`config.mk`:
```
export PLATFORM = sky130hd
export DESIGN_NAME = calendar_date_adder
export DESIGN_NICKNAME = d
export VERILOG_FILES = /design/src/hdl/cda_pkg.sv /design/src/hdl/calendar_date_adder.sv
export SDC_FILE = /design/constraint.sdc
export NUM_CORES = 1
export LEC_CHECK = 0
export ABC_CLOCK_PERIOD_IN_PS = 23800
export BUFFER_PORTS_ARGS = -buffer_cell sky130_fd_sc_hd__clkbuf_2
export CORE_MARGIN = 3
export CORE_UTILIZATION = 36
export CTS_CLUSTER_DIAMETER = 50
export DETAILED_ROUTE_END_ITERATION = 6
export HOLD_SLACK_MARGIN = 0.02
export SETUP_SLACK_MARGIN = 0.1
export SYNTH_ARGS = -nofsm -noshare
export SYNTH_HDL_FRONTEND = slang
export SYNTH_SLANG_ARGS = --single-unit
```
`constraint.sdc`:
```
create_clock -name clk_i -period 23.8 [get_ports clk_i]
set_clock_uncertainty 0.2 [all_clocks]
set_input_delay 4.76 -clock clk_i [delete_from_list [all_inputs] [get_ports clk_i]]
set_output_delay 4.76 -clock clk_i [all_outputs]
set_load 0.02 [all_outputs]
```
`src/hdl/cda_pkg.sv`:
```
// Types, codes and constants shared by the calendar date adder.
package cda_pkg;

  localparam logic [13:0] MAX_YEAR    = 14'd9999;
  localparam logic [13:0] RESET_YEAR  = 14'd2000;
  localparam logic [3:0]  RESET_MONTH = 4'd1;
  localparam logic [4:0]  RESET_DAY   = 5'd1;
  localparam int unsigned YEAR_WORK_W = 17;

  // floor(x / 100) and floor(x / 12) as (x * K) >> RECIP_SHIFT
  localparam logic [15:0] RECIP_100   = 16'd5243;
  localparam logic [15:0] RECIP_12    = 16'd43691;
  localparam int unsigned RECIP_SHIFT = 19;

  typedef enum logic [1:0] {
    ACT_LOAD   = 2'd0,
    ACT_DAYS   = 2'd1,
    ACT_MONTHS = 2'd2,
    ACT_YEARS  = 2'd3
  } action_e;

  typedef enum logic [3:0] {
    S_IDLE,
    S_LEAP_MUL,
    S_LEAP_CHK,
    S_DAYS,
    S_MON_MUL,
    S_MON_FIX,
    S_CHECK,
    S_CLAMP,
    S_DONE
  } state_e;

  typedef struct packed {
    action_e     action;
    logic [13:0] year_value;
    logic [3:0]  month_value;
    logic [4:0]  day_value;
    logic [15:0] amount;
  } in_t;

  typedef struct packed {
    logic [13:0] cur_year;
    logic [3:0]  cur_month;
    logic [4:0]  cur_day;
    logic        error;
  } out_t;

  function automatic logic [4:0] month_days(logic [3:0] m, logic leap);
    logic [4:0] len;
    case (m)
      4'd2:    len = leap ? 5'd29 : 5'd28;
      4'd4:    len = 5'd30;
      4'd6:    len = 5'd30;
      4'd9:    len = 5'd30;
      4'd11:   len = 5'd30;
      default: len = 5'd31;
    endcase
    return len;
  endfunction

endpackage

```
`src/hdl/calendar_date_adder.sv`:
```
// Gregorian calendar date register with load, add days, add months and add years.
// One transaction at a time: the input stalls from acceptance until the result has
// been moved into the output register. Add days walks one month per cycle through
// the day loop, except that each year crossed goes back through S_LEAP_MUL and
// S_LEAP_CHK on the shared multiplier that derives the leap-year flag. The result
// waits in S_DONE while the output register is still held by a stalled earlier
// result.
module calendar_date_adder
  import cda_pkg::*;
#(
  parameter int unsigned AMOUNT_BITS = 16
) (
  input  logic clk_i,
  input  logic rst_ni,
  input  logic in_valid_i,
  output logic in_stall_o,
  input  in_t  in_data_i,
  output logic out_valid_o,
  input  logic out_stall_i,
  output out_t out_data_o
);

  localparam int unsigned AW = (AMOUNT_BITS < 16) ? AMOUNT_BITS : 16;
  localparam int unsigned YW = YEAR_WORK_W;

  state_e state_q, state_d;
  in_t    in_q, in_d;

  logic [YW-1:0] wy_q, wy_d;
  logic [3:0]    wm_q, wm_d;
  logic [4:0]    wd_q, wd_d;
  logic [AW-1:0] left_q, left_d;
  logic          err_q, err_d;
  logic          leap_q, leap_d;
  logic [31:0]   prod_q, prod_d;

  logic [13:0] year_q;
  logic [3:0]  month_q;
  logic [4:0]  day_q;
  logic        commit;

  logic        out_valid_q;
  out_t        out_q, out_d;
  logic        out_free;
  logic        out_load;

  logic [AW-1:0] amt_in;
  logic [AW-1:0] amt;
  logic [YW-1:0] yadd;
  logic [YW-1:0] mon_total;
  logic [YW-1:0] mul_a;
  logic [15:0]   mul_k;
  logic [12:0]   quo;
  logic [13:0]   r100;
  logic [YW-1:0] r12;
  logic [YW-1:0] ny;
  logic [4:0]    mlen;
  logic [AW:0]   day_sum;
  logic          day_fits;
  logic [4:0]    day_step;
  logic          load_ok;

  assign amt_in    = in_data_i.amount[AW-1:0];
  assign amt       = in_q.amount[AW-1:0];
  assign yadd      = {3'b000, year_q} + YW'(amt_in);
  assign mon_total = YW'(wm_q - 4'd1) + YW'(amt);

  // shared reciprocal multiplier
  assign mul_a  = (state_q == S_MON_MUL) ? mon_total : {3'b000, wy_q[13:0]};
  assign mul_k  = (state_q == S_MON_MUL) ? RECIP_12 : RECIP_100;
  assign prod_d = 32'(mul_a) * 32'(mul_k);
  assign quo    = prod_q[31:RECIP_SHIFT];

  assign r100   = wy_q[13:0] - 14'({6'b000000, quo[7:0]} * 14'd100);
  assign leap_d = ((wy_q[1:0] == 2'b00) && (r100 != 14'd0)) ||
                  ((r100 == 14'd0) && (quo[1:0] == 2'b00));

  assign r12 = mon_total - YW'({4'b0000, quo} * YW'(12));
  assign ny  = wy_q + YW'(quo);

  assign mlen     = month_days(wm_q, leap_q);
  assign day_sum  = {{(AW + 1 - 5){1'b0}}, wd_q} + {1'b0, left_q};
  assign day_fits = day_sum <= {{(AW + 1 - 5){1'b0}}, mlen};
  assign day_step = mlen - wd_q + 5'd1;

  assign load_ok = (wy_q <= YW'(MAX_YEAR)) && (wm_q >= 4'd1) && (wm_q <= 4'd12) &&
                   (wd_q >= 5'd1) && (wd_q <= mlen);

  assign out_free = !out_valid_q || !out_stall_i;
  assign out_load = (state_q == S_DONE) && out_free;
  assign commit   = out_load && !err_q;

  always_comb begin
    state_d = state_q;
    in_d    = in_q;
    wy_d    = wy_q;
    wm_d    = wm_q;
    wd_d    = wd_q;
    left_d  = left_q;
    err_d   = err_q;
    case (state_q)
      S_IDLE: begin
        if (in_valid_i) begin
          in_d   = in_data_i;
          wy_d   = {3'b000, year_q};
          wm_d   = month_q;
          wd_d   = day_q;
          left_d = amt_in;
          err_d  = 1'b0;
          case (in_data_i.action)
            ACT_LOAD: begin
              wy_d    = {3'b000, in_data_i.year_value};
              wm_d    = in_data_i.month_value;
              wd_d    = in_data_i.day_value;
              state_d = S_LEAP_MUL;
            end
            ACT_DAYS:   state_d = S_LEAP_MUL;
            ACT_MONTHS: state_d = S_MON_MUL;
            ACT_YEARS: begin
              wy_d = yadd;
              if (yadd > YW'(MAX_YEAR)) begin
                err_d   = 1'b1;
                state_d = S_DONE;
              end else begin
                state_d = S_LEAP_MUL;
              end
            end
            default: state_d = S_DONE;
          endcase
        end
      end
      S_LEAP_MUL: state_d = S_LEAP_CHK;
      S_LEAP_CHK: begin
        case (in_q.action)
          ACT_LOAD: state_d = S_CHECK;
          ACT_DAYS: state_d = S_DAYS;
          default:  state_d = S_CLAMP;
        endcase
      end
      S_DAYS: begin
        if (day_fits) begin
          wd_d    = day_sum[4:0];
          state_d = S_DONE;
        end else begin
          left_d = left_q - {{(AW - 5){1'b0}}, day_step};
          wd_d   = 5'd1;
          if (wm_q == 4'd12) begin
            wm_d = 4'd1;
            if (wy_q >= YW'(MAX_YEAR)) begin
              err_d   = 1'b1;
              state_d = S_DONE;
            end else begin
              wy_d    = wy_q + YW'(1);
              state_d = S_LEAP_MUL;
            end
          end else begin
            wm_d = wm_q + 4'd1;
          end
        end
      end
      S_MON_MUL: state_d = S_MON_FIX;
      S_MON_FIX: begin
        wy_d = ny;
        wm_d = r12[3:0] + 4'd1;
        if (ny > YW'(MAX_YEAR)) begin
          err_d   = 1'b1;
          state_d = S_DONE;
        end else begin
          state_d = S_LEAP_MUL;
        end
      end
      S_CHECK: begin
        err_d   = !load_ok;
        state_d = S_DONE;
      end
      S_CLAMP: begin
        if (wd_q > mlen) begin
          wd_d = mlen;
        end
        state_d = S_DONE;
      end
      S_DONE: begin
        if (out_free) begin
          state_d = S_IDLE;
        end
      end
      default: state_d = S_IDLE;
    endcase
  end

  always_comb begin
    out_d.error = err_q;
    if (err_q) begin
      out_d.cur_year  = year_q;
      out_d.cur_month = month_q;
      out_d.cur_day   = day_q;
    end else begin
      out_d.cur_year  = wy_q[13:0];
      out_d.cur_month = wm_q;
      out_d.cur_day   = wd_q;
    end
  end

  always_ff @(posedge clk_i or negedge rst_ni) begin
    if (!rst_ni) begin
      state_q     <= S_IDLE;
      year_q      <= RESET_YEAR;
      month_q     <= RESET_MONTH;
      day_q       <= RESET_DAY;
      out_valid_q <= 1'b0;
    end else begin
      state_q <= state_d;
      if (commit) begin
        year_q  <= wy_q[13:0];
        month_q <= wm_q;
        day_q   <= wd_q;
      end
      if (out_load) begin
        out_valid_q <= 1'b1;
      end else if (!out_stall_i) begin
        out_valid_q <= 1'b0;
      end
    end
  end

  always_ff @(posedge clk_i) begin
    in_q   <= in_d;
    wy_q   <= wy_d;
    wm_q   <= wm_d;
    wd_q   <= wd_d;
    left_q <= left_d;
    err_q  <= err_d;
    prod_q <= prod_d;
    if (state_q == S_LEAP_CHK) begin
      leap_q <= leap_d;
    end
    if (out_load) begin
      out_q <= out_d;
    end
  end

  assign in_stall_o  = (state_q != S_IDLE);
  assign out_valid_o = out_valid_q;
  assign out_data_o  = out_q;

`ifndef SYNTHESIS
  a_date_valid: assert property (@(posedge clk_i) disable iff (!rst_ni)
    (year_q <= MAX_YEAR) && (month_q >= 4'd1) && (month_q <= 4'd12) && (day_q >= 5'd1))
    else $error("held date out of range");

  a_busy_after_accept: assert property (@(posedge clk_i) disable iff (!rst_ni)
    (in_valid_i && !in_stall_o) |=> in_stall_o)
    else $error("input not stalled after transaction accepted");

  a_result_from_done: assert property (@(posedge clk_i) disable iff (!rst_ni)
    $rose(out_valid_o) |-> $past(state_q == S_DONE))
    else $error("result presented outside completion");

  a_walk_month: assert property (@(posedge clk_i) disable iff (!rst_ni)
    (state_q == S_DAYS) |-> ((wm_q >= 4'd1) && (wm_q <= 4'd12) && (wd_q >= 5'd1)))
    else $error("day walk left the valid month range");
`endif

endmodule
```
== After elaboration in Yosys (flattened, before gate mapping) ==
Cells that the tools add are included.

* Register bits after elaboration: 146
* Word-level logic and storage cells: 152

* Add/sub/neg operators: 13
* Multiply operators: 3
* $lt $le $gt $ge: 10
* Equal/unequal tests: 28
* Multiplexer cells: 44
* Reductions and logical operators: 36

{| class="wikitable"
|+ Operators by type and width
! cell !! count
|-
| $mux 17 || 5
|-
| $pmux 17 s3 || 1
|-
| $mux 16 || 3
|-
| $mux 4 || 11
|-
| $gt 17x14->1 const B || 2
|-
| $pmux 17 s2 || 1
|-
| $mul 17x16->32 || 1
|-
| $pmux 16 s2 || 1
|-
| $pmux 4 s8 || 1
|-
| $eq 4x3->1 const B || 6
|-
| $pmux 4 s3 || 2
|-
| $mux 23 || 1
|-
| $mux 5 || 4
|-
| $add 14x16->17 || 1
|-
| $add 17x1->17 const B || 1
|-
| $add 17x13->17 || 1
|-
| $add 17x16->17 || 1
|-
| $add 5x16->17 || 1
|-
| $ge 17x14->1 const B || 1
|-
| $le 17x14->1 const B || 1
|-
| $le 17x5->1 || 1
|-
| $eq 4x4->1 const B || 4
|-
| $ne 2x2->1 const B || 8
|-
| $sub 16x5->16 || 1
|-
| other kinds (40) || 74
|}

== Longest topological paths before layout ==
* Word-level depth: 8
* Depth in mapped cells: 37
* Depth with buffers taken out: 37

== Worst setup path before layout ==
Ideal clock, no wire load.

* Kind: register to register
* Start: reg wm_q[0]
* End: reg prod_q[31]
* Data arrival time: 8.473 ns
* Required time: 23.474 ns
* Setup slack: 15.001 ns
* Stages on the path, launching flop included: 34
* Buffers on the path: 0
* Clock period less this slack: 8.799 ns
* Cells stage by stage: edfxtp_1 inv_1 ha_1 inv_1 fa_1 and3_1 a211oi_1 o21ai_0 o21a_1 nor2_1 xnor2_1 nand2_1 nand2_1 fa_1 inv_1 fa_1 inv_1 fa_1 fa_1 fa_1 inv_1 fa_1 inv_1 ha_1 o21ai_0 nor2_1 or3_1 a221oi_1 a21boi_2 a311o_2 a41o_2 o211a_4 a311oi_1 xnor2_1

* Longest elaborated chain between the ends: 4

{| class="wikitable"
|+ RTL lines
! what !! RTL line !! RTL
|-
| start: declaration || calendar_date_adder.sv:30 || <nowiki>logic [3:0] wm_q, wm_d;</nowiki>
|-
| start signal: assignment || calendar_date_adder.sv:229 || <nowiki>wm_q <= wm_d;</nowiki>
|-
| $sub 4x1->5 || calendar_date_adder.sv:66 || <nowiki>assign mon_total = YW'(wm_q - 4'd1) + YW'(amt);</nowiki>
|-
| $add 17x16->17 || calendar_date_adder.sv:66 ||
|-
| $mux 17 || calendar_date_adder.sv:69 || <nowiki>assign mul_a = (state_q == S_MON_MUL) ? mon_total : {3'b000, wy_q[13:0]};</nowiki>
|-
| $mul 17x16->32 || calendar_date_adder.sv:71 || <nowiki>assign prod_d = 32'(mul_a) * 32'(mul_k);</nowiki>
|-
| net prod_d[31] || calendar_date_adder.sv:35 || <nowiki>logic [31:0] prod_q, prod_d;</nowiki>
|-
| end signal: assignment || calendar_date_adder.sv:233 || <nowiki>prod_q <= prod_d;</nowiki>
|-
| end: declaration || calendar_date_adder.sv:35 ||
|}

The timed path passes the listed nets, and every way through them passes these cells.
A chain may end at the register's enable or synchronous reset.

== Worst setup path in the final report ==
Ends and elaborated chain as after synthesis.

==> metrics.md <==
| Metric | Value |
|---|---|
| CTS tree | built |
| DR iter-0 viols | 926 |
| CTS buffer count | 17 |
| Synthesis Warnings | 0 |
| Fraction of registers with async set/reset | 22.05% |
| Drt wl/cell | 18.19 um |
| Fin cells | 2391 |
| Critical Path End Type | register |
| Worst slack, placed | 13.80 ns |
| Top routing layer used | met4 |
| Largest net degree at the start of global routing | 37 |
| Area leader, netlist | ha_1 |
| Crit path DAT | 10.13 ns |
| Initial Util | 36.63% |
| Final wirelength | 43.49 mm |
| TritonCTS Sinks | 127 |
| Post-DP HPWL | 36.32 mm |
| Top Ports | 71 |
| Vias | 12336 |
| Mapped cell area | 16300 um^2 |
| Routed wl met3 | 2.001 mm |
| Slowest CP cell | a211oi_1 |
| Postcts setup bufs | 0 |
| Cell mode on critical path | fa_1 |
| Sequential area share after synthesis | 21.80% |
| Total track usage | 18.51% |
| Final count of hold timing violations | 0 |
| Netlist cell types | 72 |
| Actual slew at the worst max-slew pin | 1.139 ns |
| Setup ws final | 13.78 ns |
| Gpl congestion | 0.9293 |
| Final setup TNS | 0 ns |
| Placed cells | 2359 |
| Resized cells post-CTS | 0 |
| Crit path launch type | register |
| Final Cycle Share | 42.12% |
| Initial antenna violation count | 0 |
| Die Width | 218.8 um |
| FP Rows | 77 |
| Die ar. | 47880 um^2 |
| Final ANT Viol Nets | 0 |
| Layout cells sized above 1 | 9.172% |
| Congestion Overflow GR | 0 |
| Antenna cells | 0 |
| Crit Path Class | register to register |
| Status | completed |
| # setup viols final | 0 |
| Hold buffer count at CTS | 0 |
| Routed vias/inst | 5.159 |
| CTS Root Buffer Type | clkbuf_16 |
| Synth top area cells | ha_1 20%, fa_1 18%, edfxtp_1 16% |
| Rel. slew slack | 24.06% |
| Crit Reg-Reg Startpoint | wm_q[0] |
| Reg2Reg Setup Slack | 13.78 ns |
| Post-synth EDFFs | 86 |
| Yosys top cell area share | 19.57% |
| Util after Layout | 40.20% |
| Unrepaired setup endpoints after global routing | false |
| Worst skew pair latency | 0.43 ns |
| Syn avg cell area | 9.424 um^2 |
| Hold Path End | day_q[1] |
| Metal2 WL | 20.98 mm |
| Min-delay src | day_q[1] |
| Metal-1 WL | 19.41 mm |
| FMAX | 99.76 MHz |
| Mapped Cells | 1730 |
| Top cells by count, synth | 313 x inv_1, 255 x ha_1, 152 x nand2_1 |
| Hold WC Path Type | register to register |
| CP Max Fanout | 8 |
| Die Span Y | 218.8 um |
| Final-report max-slew violation count | 0 |
| Core area | 44510 um^2 |
| Pre-Repair DR Iteration Count | 5 |
| Yosys reg bits | 127 |
| Most frequent cell after synthesis | inv_1 |
| Crit-path max cell delay | 0.68 ns |
| Ys flop type | edfxtp_1 |
| Via count of the first global-routing pass | 12606 |
| Worst Hold Depth | 1 |
| R2R Path End | prod_q[31] |
| Fin nets | 2235 |
| Drt drc | 0 |
| Clock transition at path regs | 0.06 ns |
| Post-layout minimum cycle time | 10.02 ns |
| Clk buf depth | 2 |
| Max cap viols | 0 |
| CTS H-Tree Depth | 4 |
| IO buf count | 70 |
| Reg2Reg Depth | 33 |
| Area grow syn2layout | 9.739% |
| First-pass GRT wire length | 69.00 mm |
| Critical Path RT | 23.91 ns |
| # fillers | 4469 |
sequential cells by signal, summed over array words and instances (netlist names):
register,cells
in_q,2
amt,16
year_q,14
left_q,16
prod_q,13
wm_q,4
err_q,1
month_q,4
wd_q,5
out_data_o,24
leap_q,1
wy_q,17
state_q,4
out_valid_o,1
day_q,5
per-stage QoR:
stage               cell area, um^2  hold WS [ns]
floorplan                     16340        0.2244
global placement              17310        0.3102
detailed placement            17310        0.3191
CTS                           17890        0.3344
global route                  17890        0.3481
finish                        17890        0.3381
cells in the final DEF, fill, tap and decap left out, types with 11 or more instances in the layout:
| master | synthesis | final |
|---|---|---|
| mux2i_1 | 12 | 12 |
| ha_1 | 255 | 255 |
| a21oi_1 | 49 | 48 |
| xor2_1 | 34 | 34 |
| o21ai_0 | 96 | 96 |
| mux2_2 | 34 | 34 |
| inv_1 | 313 | 313 |
| a31oi_1 | 17 | 17 |
| fa_1 | 149 | 149 |
| nand3_1 | 31 | 31 |
| dfxtp_1 | 13 | 13 |
| clkbuf_16 | 0 | 17 |
| a21o_1 | 26 | 26 |
| clkbuf_2 | 0 | 70 |
| nor2b_1 | 14 | 13 |
| nor2_1 | 75 | 74 |
| or3_1 | 13 | 13 |
| nor3_1 | 33 | 33 |
| edfxtp_1 | 86 | 86 |
| nand2_1 | 152 | 152 |
| o21a_1 | 14 | 14 |
| a22oi_1 | 16 | 16 |
| conb_1 | 2 | 11 |
| dfrtp_1 | 20 | 20 |
| a221o_1 | 13 | 13 |
| xnor2_1 | 62 | 62 |
critical path: cells and delay by family, from the launching register on:
| kind | cells | cell delay [ns] |
|---|---|---|
| flip-flops | 1 | 0.48 |
| adder cells (fa/ha/maj) | 9 | 4.05 |
| XOR/XNOR | 3 | 0.36 |
| AO/OA/AOI/OAI | 10 | 3.30 |
| AND/OR/NAND/NOR | 6 | 1.16 |
| buffers and inverters | 5 | 0.34 |
kinds of logic (layout without fill, tap and decap cells):
group           Yosys count  count (layout)  share of synthesized area (%)
compound gates          305             305                          12.44
xor+xnor                 97              97                          5.295
fa+ha+maj               404             404                          37.87
buf+inv                 362             422                          8.335
flops                   127             127                          21.80
mux                      46              46                          3.085
other cells               2              11                        0.04606
simple gates            387             387                          11.14
worst max-delay path by stage:
stage	from	to	slack, ns
floorplan	wm_q[0]	prod_q[31]	15.00
global placement	wm_q[0]	prod_q[31]	14.02
detailed placement	wm_q[0]	prod_q[31]	13.80
CTS	wm_q[0]	prod_q[31]	13.76
global route	wm_q[0]	prod_q[31]	13.15
finish	wm_q[0]	prod_q[31]	13.78
per-layer routing:
| layer | up-vias | global-route usage (%) |
|---|---|---|
| li1 | 5953 | - |
| met1 | 6018 | 24.57 |
| met2 | 304 | 31.68 |
| met3 | 61 | 2.686 |
| met4 | 0 | 4.882 |
| met5 | - | 0 |
layout make-up:
class	instances	area, um^2	share of cell area (%)
clock buffers	18	429.2	2.399
flip-flops and latches	127	3553	19.86
well taps	592	740.7	4.140
repair buffers	77	402.9	2.252
inverters	313	1175	6.567
clock inverters	14	156.4	0.8742
multi-input cells	1250	11430	63.91
Power is left out: the tool's default activity adds up to more than one toggle a clock period on the data nets, which glitch-free logic cannot reach.
